==> src/design/dgr_pkg.sv <==
`timescale 1ns / 1ps
`default_nettype none

package dgr_pkg;

	localparam int NODE_W       = 5;
	localparam int NODE_COUNT_W = 6;
	localparam logic [NODE_COUNT_W-1:0] NODE_COUNT_RESET = 6'd32;

	localparam logic [1:0] KIND_ADD    = 2'd0;
	localparam logic [1:0] KIND_REMOVE = 2'd1;
	localparam logic [1:0] KIND_EDGE   = 2'd2;
	localparam logic [1:0] KIND_REACH  = 2'd3;

	localparam logic [2:0] STATUS_OK     = 3'd0;
	localparam logic [2:0] STATUS_RANGE  = 3'd1;
	localparam logic [2:0] STATUS_EXISTS = 3'd2;
	localparam logic [2:0] STATUS_ABSENT = 3'd3;
	localparam logic [2:0] STATUS_SELF   = 3'd4;

	typedef struct packed {
		logic [1:0]        kind;
		logic [NODE_W-1:0] src_node;
		logic [NODE_W-1:0] dst_node;
	} item_t;

	typedef struct packed {
		logic [2:0] status;
		logic       found;
	} result_t;

	// controller to datapath
	typedef struct packed {
		logic take;
		logic edge_op;
		logic step;
		logic reach_done;
		logic load_out;
	} cmd_t;

	// datapath to controller
	typedef struct packed {
		logic item_bad;
		logic item_reach;
		logic sweep_done;
	} stat_t;

endpackage

`default_nettype wire

==> src/design/directed_graph_reachability_unit.sv <==
// one request in flight; a request with a vertex out of range goes straight to the result,
// an edge add, remove or test first reads the source row (add and remove may rewrite it), and a
// reachability test first fetches adjacency rows: the source's row, then the row of every newly
// reached vertex, lowest pending first, until none is pending (at most MAX_NODES + 1 rows in all)
// a result waits while a stalled one holds the output register; the next request is taken once the result sits there
// reset (async, active low) empties the graph through per-row valid bits and sets node_count to 32
`timescale 1ns / 1ps
`default_nettype none

module directed_graph_reachability_unit #(
	parameter int MAX_NODES = 32
) (
	input  wire logic                             clk,
	input  wire logic                             arst_n,
	input  wire logic                             cfg_we,
	input  wire logic [dgr_pkg::NODE_COUNT_W-1:0] cfg_data,
	input  wire logic                             in_valid,
	output logic                                  in_stall,
	input  wire dgr_pkg::item_t                   in_item,
	output logic                                  out_valid,
	input  wire logic                             out_stall,
	output dgr_pkg::result_t                      out_item
);

	dgr_pkg::cmd_t  cmd;
	dgr_pkg::stat_t stat;

	dgr_ctrl u_ctrl (
		.clk      (clk),
		.arst_n   (arst_n),
		.in_valid (in_valid),
		.in_stall (in_stall),
		.out_valid(out_valid),
		.out_stall(out_stall),
		.stat     (stat),
		.cmd      (cmd)
	);

	dgr_datapath #(
		.MAX_NODES(MAX_NODES)
	) u_dp (
		.clk     (clk),
		.arst_n  (arst_n),
		.cfg_we  (cfg_we),
		.cfg_data(cfg_data),
		.in_item (in_item),
		.cmd     (cmd),
		.stat    (stat),
		.out_item(out_item)
	);

endmodule

`default_nettype wire

==> src/design/dgr_ram.sv <==
`timescale 1ns / 1ps
`default_nettype none

module dgr_ram #(
	parameter int WIDTH = 32,
	parameter int DEPTH = 32
) (
	input  wire logic                     clk,
	input  wire logic                     we,
	input  wire logic [$clog2(DEPTH)-1:0] waddr,
	input  wire logic [WIDTH-1:0]         wdata,
	input  wire logic [$clog2(DEPTH)-1:0] raddr,
	output logic      [WIDTH-1:0]         rdata
);

	logic [WIDTH-1:0] mem_q [DEPTH];

	always_ff @(posedge clk) begin
		if (we) begin
			mem_q[waddr] <= wdata;
		end
		rdata <= mem_q[raddr];
	end

endmodule

`default_nettype wire

==> src/design/dgr_ctrl.sv <==
`timescale 1ns / 1ps
`default_nettype none

module dgr_ctrl (
	input  wire logic           clk,
	input  wire logic           arst_n,
	input  wire logic           in_valid,
	output logic                in_stall,
	output logic                out_valid,
	input  wire logic           out_stall,
	input  wire dgr_pkg::stat_t stat,
	output dgr_pkg::cmd_t       cmd
);

	typedef enum logic [1:0] {
		ST_IDLE,
		ST_EDGE,
		ST_SWEEP,
		ST_DONE
	} state_t;

	state_t state_q;
	logic   out_valid_q;
	logic   accept;
	logic   out_free;

	assign in_stall  = (state_q != ST_IDLE);
	assign accept    = in_valid && !in_stall;
	assign out_free  = !out_valid_q || !out_stall;
	assign out_valid = out_valid_q;

	always_comb begin
		cmd            = '0;
		cmd.take       = accept;
		cmd.edge_op    = (state_q == ST_EDGE);
		cmd.step       = (state_q == ST_SWEEP);
		cmd.reach_done = (state_q == ST_SWEEP) && stat.sweep_done;
		cmd.load_out   = (state_q == ST_DONE) && out_free;
	end

	always_ff @(posedge clk or negedge arst_n) begin
		if (!arst_n) begin
			state_q     <= ST_IDLE;
			out_valid_q <= 1'b0;
		end else begin
			if (out_valid_q && !out_stall) begin
				out_valid_q <= 1'b0;
			end
			unique case (state_q)
				ST_IDLE: begin
					if (accept) begin
						if (stat.item_bad) begin
							state_q <= ST_DONE;
						end else if (stat.item_reach) begin
							state_q <= ST_SWEEP;
						end else begin
							state_q <= ST_EDGE;
						end
					end
				end
				ST_EDGE: begin
					state_q <= ST_DONE;
				end
				ST_SWEEP: begin
					if (stat.sweep_done) begin
						state_q <= ST_DONE;
					end
				end
				ST_DONE: begin
					if (out_free) begin
						out_valid_q <= 1'b1;
						state_q     <= ST_IDLE;
					end
				end
				default: begin
					state_q <= ST_IDLE;
				end
			endcase
		end
	end

endmodule

`default_nettype wire

==> src/design/dgr_datapath.sv <==
`timescale 1ns / 1ps
`default_nettype none

module dgr_datapath #(
	parameter int MAX_NODES = 32
) (
	input  wire logic                                clk,
	input  wire logic                                arst_n,
	input  wire logic                                cfg_we,
	input  wire logic [dgr_pkg::NODE_COUNT_W-1:0]    cfg_data,
	input  wire dgr_pkg::item_t                      in_item,
	input  wire dgr_pkg::cmd_t                       cmd,
	output dgr_pkg::stat_t                           stat,
	output dgr_pkg::result_t                         out_item
);

	localparam int N  = MAX_NODES;
	localparam int AW = $clog2(N);

	logic [dgr_pkg::NODE_COUNT_W-1:0] ncount_q;
	dgr_pkg::item_t   item_q;
	dgr_pkg::result_t res_q;
	dgr_pkg::result_t out_item_q;

	logic [N-1:0]  row_valid_q;
	logic          row_valid_s1;
	logic [N-1:0]  visited_q;
	logic [N-1:0]  pending_q;
	logic          inflight_q;

	logic [N-1:0]  vmask;
	logic [N-1:0]  rdata;
	logic [N-1:0]  row_w;
	logic [N-1:0]  new_w;
	logic [N-1:0]  low_oh;
	logic [AW-1:0] pick_idx;
	logic [AW-1:0] raddr;
	logic [AW-1:0] src_a;
	logic [AW-1:0] dst_a;
	logic [N-1:0]  dbit;
	logic          has_edge;
	logic          src_ok;
	logic          dst_ok;

	logic          wr_en;
	logic [N-1:0]  wr_row;
	dgr_pkg::result_t edge_res;

	// vertices below the effective count take part in the search
	always_comb begin
		for (int i = 0; i < N; i++) begin
			vmask[i] = (9'(i) < {3'b000, ncount_q});
		end
	end

	assign src_ok = (9'(in_item.src_node) < {3'b000, ncount_q}) &&
	                (9'(in_item.src_node) < 9'(N));
	assign dst_ok = (9'(in_item.dst_node) < {3'b000, ncount_q}) &&
	                (9'(in_item.dst_node) < 9'(N));

	assign stat.item_bad   = !(src_ok && dst_ok);
	assign stat.item_reach = (in_item.kind == dgr_pkg::KIND_REACH);
	assign stat.sweep_done = !inflight_q && (pending_q == '0);

	assign src_a = AW'(item_q.src_node);
	assign dst_a = AW'(item_q.dst_node);
	assign dbit  = N'(1) << dst_a;

	// never-written rows read as empty
	assign row_w    = row_valid_s1 ? rdata : '0;
	assign new_w    = row_w & vmask & ~visited_q;
	assign has_edge = row_w[dst_a];

	// lowest pending vertex is the next row to fetch
	assign low_oh = pending_q & (~pending_q + N'(1));
	always_comb begin
		pick_idx = '0;
		for (int i = 0; i < N; i++) begin
			if (low_oh[i]) begin
				pick_idx = pick_idx | AW'(i);
			end
		end
	end

	assign raddr = cmd.take ? AW'(in_item.src_node) : pick_idx;

	always_comb begin
		wr_en    = 1'b0;
		wr_row   = row_w;
		edge_res = '{status: dgr_pkg::STATUS_OK, found: 1'b0};
		case (item_q.kind)
			dgr_pkg::KIND_ADD: begin
				if (has_edge) begin
					edge_res.status = dgr_pkg::STATUS_EXISTS;
				end else if (item_q.src_node == item_q.dst_node) begin
					edge_res.status = dgr_pkg::STATUS_SELF;
				end else begin
					wr_en  = 1'b1;
					wr_row = row_w | dbit;
				end
			end
			dgr_pkg::KIND_REMOVE: begin
				if (!has_edge) begin
					edge_res.status = dgr_pkg::STATUS_ABSENT;
				end else begin
					wr_en  = 1'b1;
					wr_row = row_w & ~dbit;
				end
			end
			dgr_pkg::KIND_EDGE: begin
				edge_res.found = has_edge;
			end
			default: begin
				edge_res = '{status: dgr_pkg::STATUS_OK, found: 1'b0};
			end
		endcase
	end

	dgr_ram #(
		.WIDTH(N),
		.DEPTH(N)
	) u_adj_ram (
		.clk  (clk),
		.we   (cmd.edge_op && wr_en),
		.waddr(src_a),
		.wdata(wr_row),
		.raddr(raddr),
		.rdata(rdata)
	);

	always_ff @(posedge clk or negedge arst_n) begin
		if (!arst_n) begin
			ncount_q     <= dgr_pkg::NODE_COUNT_RESET;
			row_valid_q  <= '0;
			row_valid_s1 <= 1'b0;
			visited_q    <= '0;
			pending_q    <= '0;
			inflight_q   <= 1'b0;
		end else begin
			if (cfg_we) begin
				ncount_q <= cfg_data;
			end
			row_valid_s1 <= row_valid_q[raddr];
			if (cmd.edge_op && wr_en) begin
				row_valid_q[src_a] <= 1'b1;
			end
			if (cmd.take) begin
				visited_q  <= '0;
				pending_q  <= '0;
				inflight_q <= 1'b1;
			end else if (cmd.step) begin
				inflight_q <= (pending_q != '0);
				if (inflight_q) begin
					visited_q <= visited_q | new_w;
					pending_q <= (pending_q & ~low_oh) | new_w;
				end else begin
					pending_q <= pending_q & ~low_oh;
				end
			end
		end
	end

	always_ff @(posedge clk) begin
		if (cmd.take) begin
			item_q <= in_item;
			res_q  <= '{status: dgr_pkg::STATUS_RANGE, found: 1'b0};
		end else if (cmd.edge_op) begin
			res_q <= edge_res;
		end else if (cmd.reach_done) begin
			res_q <= '{status: dgr_pkg::STATUS_OK, found: visited_q[dst_a]};
		end
		if (cmd.load_out) begin
			out_item_q <= res_q;
		end
	end

	assign out_item = out_item_q;

endmodule

`default_nettype wire

==> config.mk <==
export PLATFORM = sky130hd
export DESIGN_NAME = directed_graph_reachability_unit
export DESIGN_NICKNAME = d
export VERILOG_FILES = /design/src/design/dgr_pkg.sv /design/src/design/directed_graph_reachability_unit.sv /design/src/design/dgr_ram.sv /design/src/design/dgr_ctrl.sv /design/src/design/dgr_datapath.sv
export SDC_FILE = /design/constraint.sdc
export NUM_CORES = 1
export LEC_CHECK = 0
export BUFFER_PORTS_ARGS = -buffer_cell sky130_fd_sc_hd__buf_2
export CAP_MARGIN = 5
export CORE_MARGIN = 2
export CORE_UTILIZATION = 45
export CTS_BUF_LIST = sky130_fd_sc_hd__clkbuf_2
export DETAILED_ROUTE_END_ITERATION = 16
export PLACE_DENSITY_LB_ADDON = 0.25
export SYNTH_ARGS = -nofsm -noshare
export SYNTH_HDL_FRONTEND = slang
export SYNTH_HIERARCHICAL = 1
export SYNTH_SLANG_ARGS = --single-unit
==> constraint.sdc <==
create_clock -name clk -period 5.33 [get_ports clk]
set_input_delay 1.066 -clock clk [delete_from_list [all_inputs] [get_ports clk]]
set_output_delay 1.066 -clock clk [all_outputs]
set_load 0.01 [all_outputs]
## Yosys cells after proc, flatten, opt, wreduce, memory -nomap -nowiden

Memories as Yosys holds them, arrays and structs flattened. A register that Yosys moved wholly into a read port is not among the register bits.
Cells that the tools add are included.
W data, S select, Z words.

| storage, ports and cells | value |
|---|---|
| register bits | 127 |
| bits in latches | 0 |
| RAM bits | 1024 |
| memory bits (read-only) | 0 |
| input bits | 23 |
| output and inout bits | 6 |
| word-level logic and storage cells | 208 |
| memories | 1 |

| cells by class | value |
|---|---|
| $add $sub $neg | 1 |
| multipliers | 0 |
| divide/modulo/power cells | 0 |
| magnitude comparators | 38 |
| eq/ne operators | 10 |
| shift operators | 1 |
| multiplexer cells | 106 |
| bitwise gates (word level) | 13 |
| reduce and logical (&&, ||, !) cells | 23 |

Memories:

| memory | words | width | rd ports | clocked after memory_dff | wr ports | line | RTL |
|---|---|---|---|---|---|---|---|
| u_dp.u_adj_ram.mem_q | 32 | 32 | 1 | 1 | 1 | dgr_ram.sv:16 | `logic [WIDTH-1:0] mem_q [DEPTH];` |

Operators by type and width:

| operator | number |
|---|---|
| $mux W32 | 20 |
| $and A32 B32 Y32 | 5 |
| $not A32 Y32 | 4 |
| $or A32 B32 Y32 | 4 |
| $lt A5 B6 Y1 const A | 16 |
| $mux W5 | 17 |
| $pmux W32 S2 | 1 |
| $mux W4 | 13 |
| $lt A4 B6 Y1 const A | 8 |
| $add A32 B1 Y32 const B | 1 |
| $logic_not A32 Y1 | 1 |
| $mux W2 | 16 |
| $reduce_bool A32 Y1 | 1 |
| $shl A1 B5 Y32 const A | 1 |
| $mux W3 | 10 |
| $lt A3 B6 Y1 const A | 4 |
| $mux W1 | 22 |
| $lt A5 B6 Y1 const B | 3 |
| $bmux W1 S5 | 3 |
| $lt A1 B6 Y1 const A | 2 |
| $lt A2 B6 Y1 const A | 2 |
| $lt A5 B6 Y1 | 2 |
| $eq A2 B2 Y1 const B | 4 |
| $logic_and A1 B1 Y1 | 8 |
| 15 further kinds | 24 |

## Logic depth before layout (Yosys ltp)

Gate-level depths: netlist (run 1).

| depth | value |
|---|---|
| word-level depth | 37 |
| gate-level depth with buffers | 17 |
| gate-level depth less buffers | 13 |

## By module

Netlist (run 1), hierarchy kept.

Modules (own cells, without submodules):

| module | times used | cells an instance | area an instance (um^2) |
|---|---|---|---|
| dgr_ram | 1 | 2260 | 40487.6 |
| dgr_datapath | 1 | 858 | 7676.1 |
| dgr_ctrl | 1 | 24 | 240.2 |

## Least setup slack after synthesis (run 1)

OpenSTA, ideal clock, no wires.

| timing | value |
|---|---|
| kind | flip-flop to flip-flop |
| start point | register u_dp.item_q (netlist bit u_dp/dst_a[0]) |
| end point | memory u_dp.u_adj_ram.mem_q[28][0], enable pin |
| setup time | 0.421 ns |
| arrival | 4.669 ns |
| data required time | 4.909 ns |
| setup slack | 0.240 ns |
| cell stages (with the launch flop) | 12 |
| period minus slack after synthesis | 5.090 ns |
| cell sequence | edfxtp_1 > buf_2 > mux4_2 > a32o_1 > mux4_2 > or2_1 > o21a_1 > nor2_1 > buf_2 > or3b_2 > clkbuf_1 > nor2_1 |

| on the way | value |
|---|---|
| cells in the longest elaborated chain, start to end | 10 |

RTL lines:

| element | line | RTL |
|---|---|---|
| start, declared | dgr_datapath.sv:21 | `dgr_pkg::item_t item_q;` |
| start signal, assigned | dgr_datapath.sv:165 | `item_q <= in_item;` |
| parallel branches: the longest is 6 deep, another holds $bmux W1 S5 | -- |  |
| $pmux W1 S2 (*) | dgr_datapath.sv:91 | `case (item_q.kind)` |
| $logic_and A1 B1 Y1 (*) | dgr_datapath.sv:124 | `.we (cmd.edge_op && wr_en),` |
| $mux W1 (*) | dgr_ram.sv:19 | `if (we) begin` |
| $mux W1 (not written as such) (*) | dgr_ram.sv:20 | `mem_q[waddr] <= wdata;` |
| end, declared | dgr_ram.sv:16 |  |

Every way passes the cells marked *. The select of a mux whose other input is x is not followed.

## Final worst setup path (run 1)

| timing | value |
|---|---|
| start point | register u_dp.item_q (netlist bit u_dp/dst_a[0]) |
| end point | memory u_dp.u_adj_ram.mem_q[12][13], enable pin |

The elaborated chain is that of the path after synthesis.

==> flow_summary.ini, run 1 <==
[run_status]
status = finished clean

[routing]
vias = 29500
ant_nets = 0
vias_per_cell = 5.80
firstDrtPassIters = 6
post_drt_wl_per_cell_um = 25.7
drc = 0
routed_wirelength_um = 131000
drt_iter0_markers = 2839

[synth]
synth_top_area_share = 0.645
avgSynthCellArea_um2 = 15.4
synthTopCellsByArea = edfxtp_1 65%, mux2i_1 11%, dfrtp_1 5.5%
synth_seq_cells = 1183
synth_area_um2 = 48400
synth_edf_count = 1040
ys.flop_type = edfxtp_1
syn-num-nets = 3177
synth_cell_types = 85
ys_async_sr_fraction = 0.0904
synth_top_area_cell = edfxtp_1
syn_inst = 3142
yosysWarnings = 6
ys_seq_area_frac = 0.715

[global_routing]
gr-total-overflow = 0
antenna_found_initial = 5
grt_pass1_vias = 30400
grt_start_max_net_pins = 92
grt_use_total = 0.235
grt_pass1_wl_um = 193000

[timing]
setup_viol_count_final = 0
fmax_mhz = 206
finalCriticalPeriod_ns = 4.84
max_slew_margin = 0.179
grt_setup_unrepaired = false
worstMarginPinSlew_ns = 1.23
drv_slew = 0
finalHoldViolations = 0
fin_setup_tns_ns = 0
final.period_utilization = 0.909
skew_ns = 0.158

[floorplan]
start_util = 0.453
floorplan.rows = 120
fp.coreArea_um2 = 107000
fp.dieH_um = 332
die_w_um = 332
die_area_um2 = 110000
num_io_pins = 29

[worst_setup_path]
crit_family = simple AND/OR/NAND/NOR gates
critPathMaxStageDelay_ns = 0.79
crit_required_ns = 6.40
cp.buffers_inverters = 1
critPathSlowestCell = edfxtp_1
critPathKind = reg -> reg
crit_top_cell = mux4_2
end_kind = flop
crit_path_start_kind = flop
crit_fanout = 20
cp_cell_sequence = mux4_2 -> a32o_1 -> mux4_2 -> or2_1 -> o21a_1 -> nor2_2 -> or3b_2 -> nor2_4 -> buf_12
arrival_ns = 5.92
reg2reg_slack_ns = 0.49

[layout]
stdcell_area_um2 = 54100
synthToLayoutAreaGrowth_pct = 11.8
final_cell_mix = 1,040 x edfxtp_1, 521 x mux2i_1, 464 x clkbuf_2
fillCellCount = 8982
drive_above_1_share = 0.200
final_common_cell = edfxtp_1
layout.nets = 3508

[placement]
placed_cell_area_um2 = 51100
place_hpwl_um = 80200
gp_congestion = 0.890
port_buffers = 28

[clocking]
postCtsSetupBuffers = 0
cts_tree = built
clkTransAtPathRegs_ns = 0.10
worstSkewPairLatency_ns = 1.48
clockRootBuffer = clkbuf_2
cts_hold_buf = 31
cts_resized = 0
cts_buffers = 316
cts_sinks = 1183
clk_path_buf_depth = 4
ctsHtreeMaxLevel = 5

[worst_hold_path]
hold_class = in -> async

[flow_run]
maxCapViolations = 0
==> logic make-up (layout without fill, tap and decap cells) <==
group | Yosys count | after routing | synth area share
flip-flops | 1183 | 1183 | 0.715
AND/OR/NAND/NOR | 626 | 626 | 0.0616
AO/OA/AOI/OAI | 553 | 553 | 0.0796
multiplexers | 542 | 542 | 0.116
buffers and inverters | 221 | 761 | 0.0235
adder cells (fa/ha/maj) | 12 | 12 | 0.00310
XOR/XNOR | 5 | 5 | 0.000905
other | 0 | 2 | 0
==> cell type report <==
class	instances	area [µm²]	area share
diodes	2	5.00	0.0000925
flip-flops and latches	1183	34600	0.640
repair buffers	195	1950	0.0360
inverters	39	146	0.00271
multi-input cells	1738	13000	0.240
clock inverters	63	345	0.00638
well taps	1403	1760	0.0324
clock buffers	464	2320	0.0429
==> cell usage after synthesis, drive strengths merged (11+ instances only) <==
master and n:
clkbuf 82, o211ai 11, inv 36, a21o 11
a22oi 104, nor2b 13, mux2i 521, nand2 182
mux4 14, nor2 145, o21ai 31, nand4 12
ha 12, buf 100, a31o 32, edfxtp 1040
nor3 57, o22ai 11, dfrtp 106, nand3 124
a21oi 167, a22o 64, a31oi 44, nand2b 26
dfxtp 36, a32o 24
==> through the flow <==
stage	setup slack [ns]	hold WS, ns	cells	util
floorplan	0.240	0.409	3142	-
global route	0.235	0.161	5086	0.506
CTS	0.493	0.0924	5085	0.506
detailed placement	0.589	0.429	4527	0.478
global placement	0.630	0.423	4527	0.478
finish	0.486	0.290	5087	0.506
==> final timing paths <==
check,cells past startpoint,startpoint,end
max,9,u_dp/dst_a[0],u_dp/u_adj_ram/mem_q[12][13]
min,2,arst_n,u_dp/pending_q[9]
max reg2reg,9,u_dp/dst_a[0],u_dp/u_adj_ram/mem_q[12][13]
min reg2reg,0,u_dp/res_q[0],u_dp/out_item[0]
max in group asynchronous,3,arst_n,u_dp/visited_q[24]
min in group clk,2,in_item[10],u_dp/item_q[10]
==> flip-flops by register name, summed over array words and instances, names as in the netlist <==
name,cells
u_dp/src_a,5
u_dp/u_adj_ram/rdata,32
u_dp/ncount_q,6
u_dp/item_q,2
u_dp/pending_q,32
u_dp/dst_a,5
u_ctrl/out_valid,1
u_dp/u_adj_ram/mem_q,1024
u_dp/row_valid_q,32
u_dp/row_valid_s1,1
u_dp/inflight_q,1
u_ctrl/state_q,2
u_dp/visited_q,32
u_dp/res_q,4
u_dp/out_item,4
==> layer usage <==
metal,track usage,share of wire
met3,0.0467,0.070
met1,0.316,0.42
met5,0,0.000092
met4,0.0888,0.029
met2,0.380,0.48
==> worst register-to-register path, stage by stage, from the launching register on <==
cell and delay [ns]:
edfxtp_1 0.79, mux4_2 0.61, a32o_1 0.21, mux4_2 0.55, or2_1 0.33, o21a_1 0.20
nor2_2 0.33, or3b_2 0.72, nor2_4 0.48, buf_12 0.24
Power of run 1 is not shown: default switching activity piles up to over one toggle a cycle in this logic, so the estimate is an artifact.
==> run 2: changes to the inputs <==
--- a/config.mk
+++ b/config.mk
@@ -7,8 +7,9 @@
 export LEC_CHECK = 0
 export BUFFER_PORTS_ARGS = -buffer_cell sky130_fd_sc_hd__buf_2
 export CAP_MARGIN = 5
+export CORE_ASPECT_RATIO = 1.1
 export CORE_MARGIN = 2
-export CORE_UTILIZATION = 45
+export CORE_UTILIZATION = 35
 export CTS_BUF_LIST = sky130_fd_sc_hd__clkbuf_2
 export DETAILED_ROUTE_END_ITERATION = 16
 export PLACE_DENSITY_LB_ADDON = 0.25
==> flow_summary.ini, run 2 (synthesis gave the netlist of run 1 again) <==
[routing]
drc = 0
post_drt_wl_per_cell_um = 24.4
drt_iter0_markers = 2434
ant_nets = 0
routed_wirelength_um = 134000
vias = 29100
firstDrtPassIters = 7
vias_per_cell = 5.29

[timing]
worst_hold_slack_ns = 0.257
finalHoldViolations = 0
setup_viol_count_final = 0
drv_slew = 0
final.period_utilization = 0.922
grt_setup_unrepaired = false
fmax_mhz = 203
worst_slack_ns = 0.416
max_slew_margin = 0.224
fin_setup_tns_ns = 0
finalCriticalPeriod_ns = 4.91
worstMarginPinSlew_ns = 1.16
skew_ns = 0.134

[worst_setup_path]
critPathKind = reg -> reg
r2r-end = u_dp/u_adj_ram/mem_q[28][28]
worstReg2RegStart = u_dp/dst_a[0]
crit_required_ns = 6.59
cp_cell_sequence = mux4_2 -> a32o_1 -> mux4_2 -> or2_1 -> o21a_1 -> nor2_2 -> or3b_2 -> nor2_4 -> buf_12
critPathMaxStageDelay_ns = 0.85
reg2reg_depth = 9
crit_path_start_kind = flop
end_kind = flop
crit_fanout = 20
arrival_ns = 6.17
critPathSlowestCell = edfxtp_1
reg2reg_slack_ns = 0.42
crit_top_cell = mux4_2

[global_routing]
grt_pass1_vias = 29600
antenna_found_initial = 3
gr-total-overflow = 0
grt_pass1_wl_um = 195000
grt_start_max_net_pins = 90
grt_use_total = 0.189

[floorplan]
floorplan.rows = 143
start_util = 0.351
fp.coreArea_um2 = 138000
fp.dieH_um = 394
die_area_um2 = 141000
die_w_um = 359
num_io_pins = 29

[run_status]
status = finished clean

[clocking]
clk_path_buf_depth = 4
clkTransAtPathRegs_ns = 0.11
cts_tree = built
cts_buffers = 307
worstSkewPairLatency_ns = 1.64
clockRootBuffer = clkbuf_2
cts_sinks = 1183
ctsHtreeMaxLevel = 5

[layout]
synthToLayoutAreaGrowth_pct = 12.7
largest_reg_flops = 1024
final_common_cell = edfxtp_1
regMostFlops = u_dp/u_adj_ram/mem_q
layout.nets = 3528
drive_above_1_share = 0.203
final_cell_mix = 1,040 x edfxtp_1, 521 x mux2i_1, 447 x clkbuf_2
fillCellCount = 12900

[worst_hold_path]
hold_depth = 2
hp-start = in_item[10]
hold_class = in -> reg
worst_hold_path.endpoint = u_dp/item_q[10]

[placement]
port_buffers = 28
gp_congestion = 0.853
dpl_worst_slack_ns = 0.522
place_hpwl_um = 79700

[flow_run]
maxCapViolations = 0
==> run 2: changes by cell type in the layout (fill, tap and decap cells not counted), sizes merged <==
cell         previous run  this run
inv                    40        39
diode                   2        10
buf                   164       192
bufinv                  4         2
dlygate4sd3            31        32
clkinv                 58        53
clkbuf                464       447
==> run 2: worst max-delay path by stage <==
stage	start	endpoint
6_report	u_dp/dst_a[0]	u_dp/u_adj_ram/mem_q[28][28]
5_1_grt	u_dp/dst_a[0]	u_dp/u_adj_ram/mem_q[28][21]
3_5_place_dp	u_dp/dst_a[0]	u_dp/u_adj_ram/mem_q[28][24]
3_3_place_gp	u_dp/dst_a[0]	u_dp/u_adj_ram/mem_q[28][2]
4_1_cts	u_dp/dst_a[0]	u_dp/u_adj_ram/mem_q[28][21]
2_1_floorplan	u_dp/dst_a[0]	u_dp/u_adj_ram/mem_q[28][0]
==> run 2: timing repair <==
item                      4_1_cts  5_1_grt
buffers inserted                0        0
hold buffers                   33        0
hold endpoints to repair      128        0
gates resized for setup         0        0
==> run 2: layout make-up <==
cell class                      instances  area [µm²]  area share
Sequential cell                      1183       34600       0.635
Multi-Input combinational cell       1738       13000       0.237
Tap cell                             1812        2270      0.0415
Clock buffer                          447        2240      0.0410
Timing Repair Buffer                  224        2040      0.0375
Clock inverter                         55         264     0.00484
Inverter                               39         146     0.00268
Antenna cell                           10        25.0    0.000459
==> run 2: stage by stage <==
step           cell area [µm²]  std cells  utilization
2_1_floorplan            48400       3142            -
3_3_place_gp             51700       4963        0.375
3_5_place_dp             51700       4963        0.375
4_1_cts                  54500       5498        0.396
5_1_grt                  54600       5505        0.396
6_report                 54600       5508        0.396
==> run 2: metal layers <==
layer  part of all wire  GRT usage  vias to the layer above
met5                  0          0                        -
met4              0.037     0.0816                        0
met3              0.062     0.0466                      230
met2               0.48      0.307                      939
met1               0.42      0.240                    14800
li1                   -          -                    13200
==> run 2: critical path, delay by kind of cell, from the launching register on <==
family          cells  cell delay, ns
mux                 2            1.14
flops               1            0.85
buf+inv             1            0.23
simple gates        4            1.96
compound gates      2            0.42
Power of run 2 is left out for the same reason.
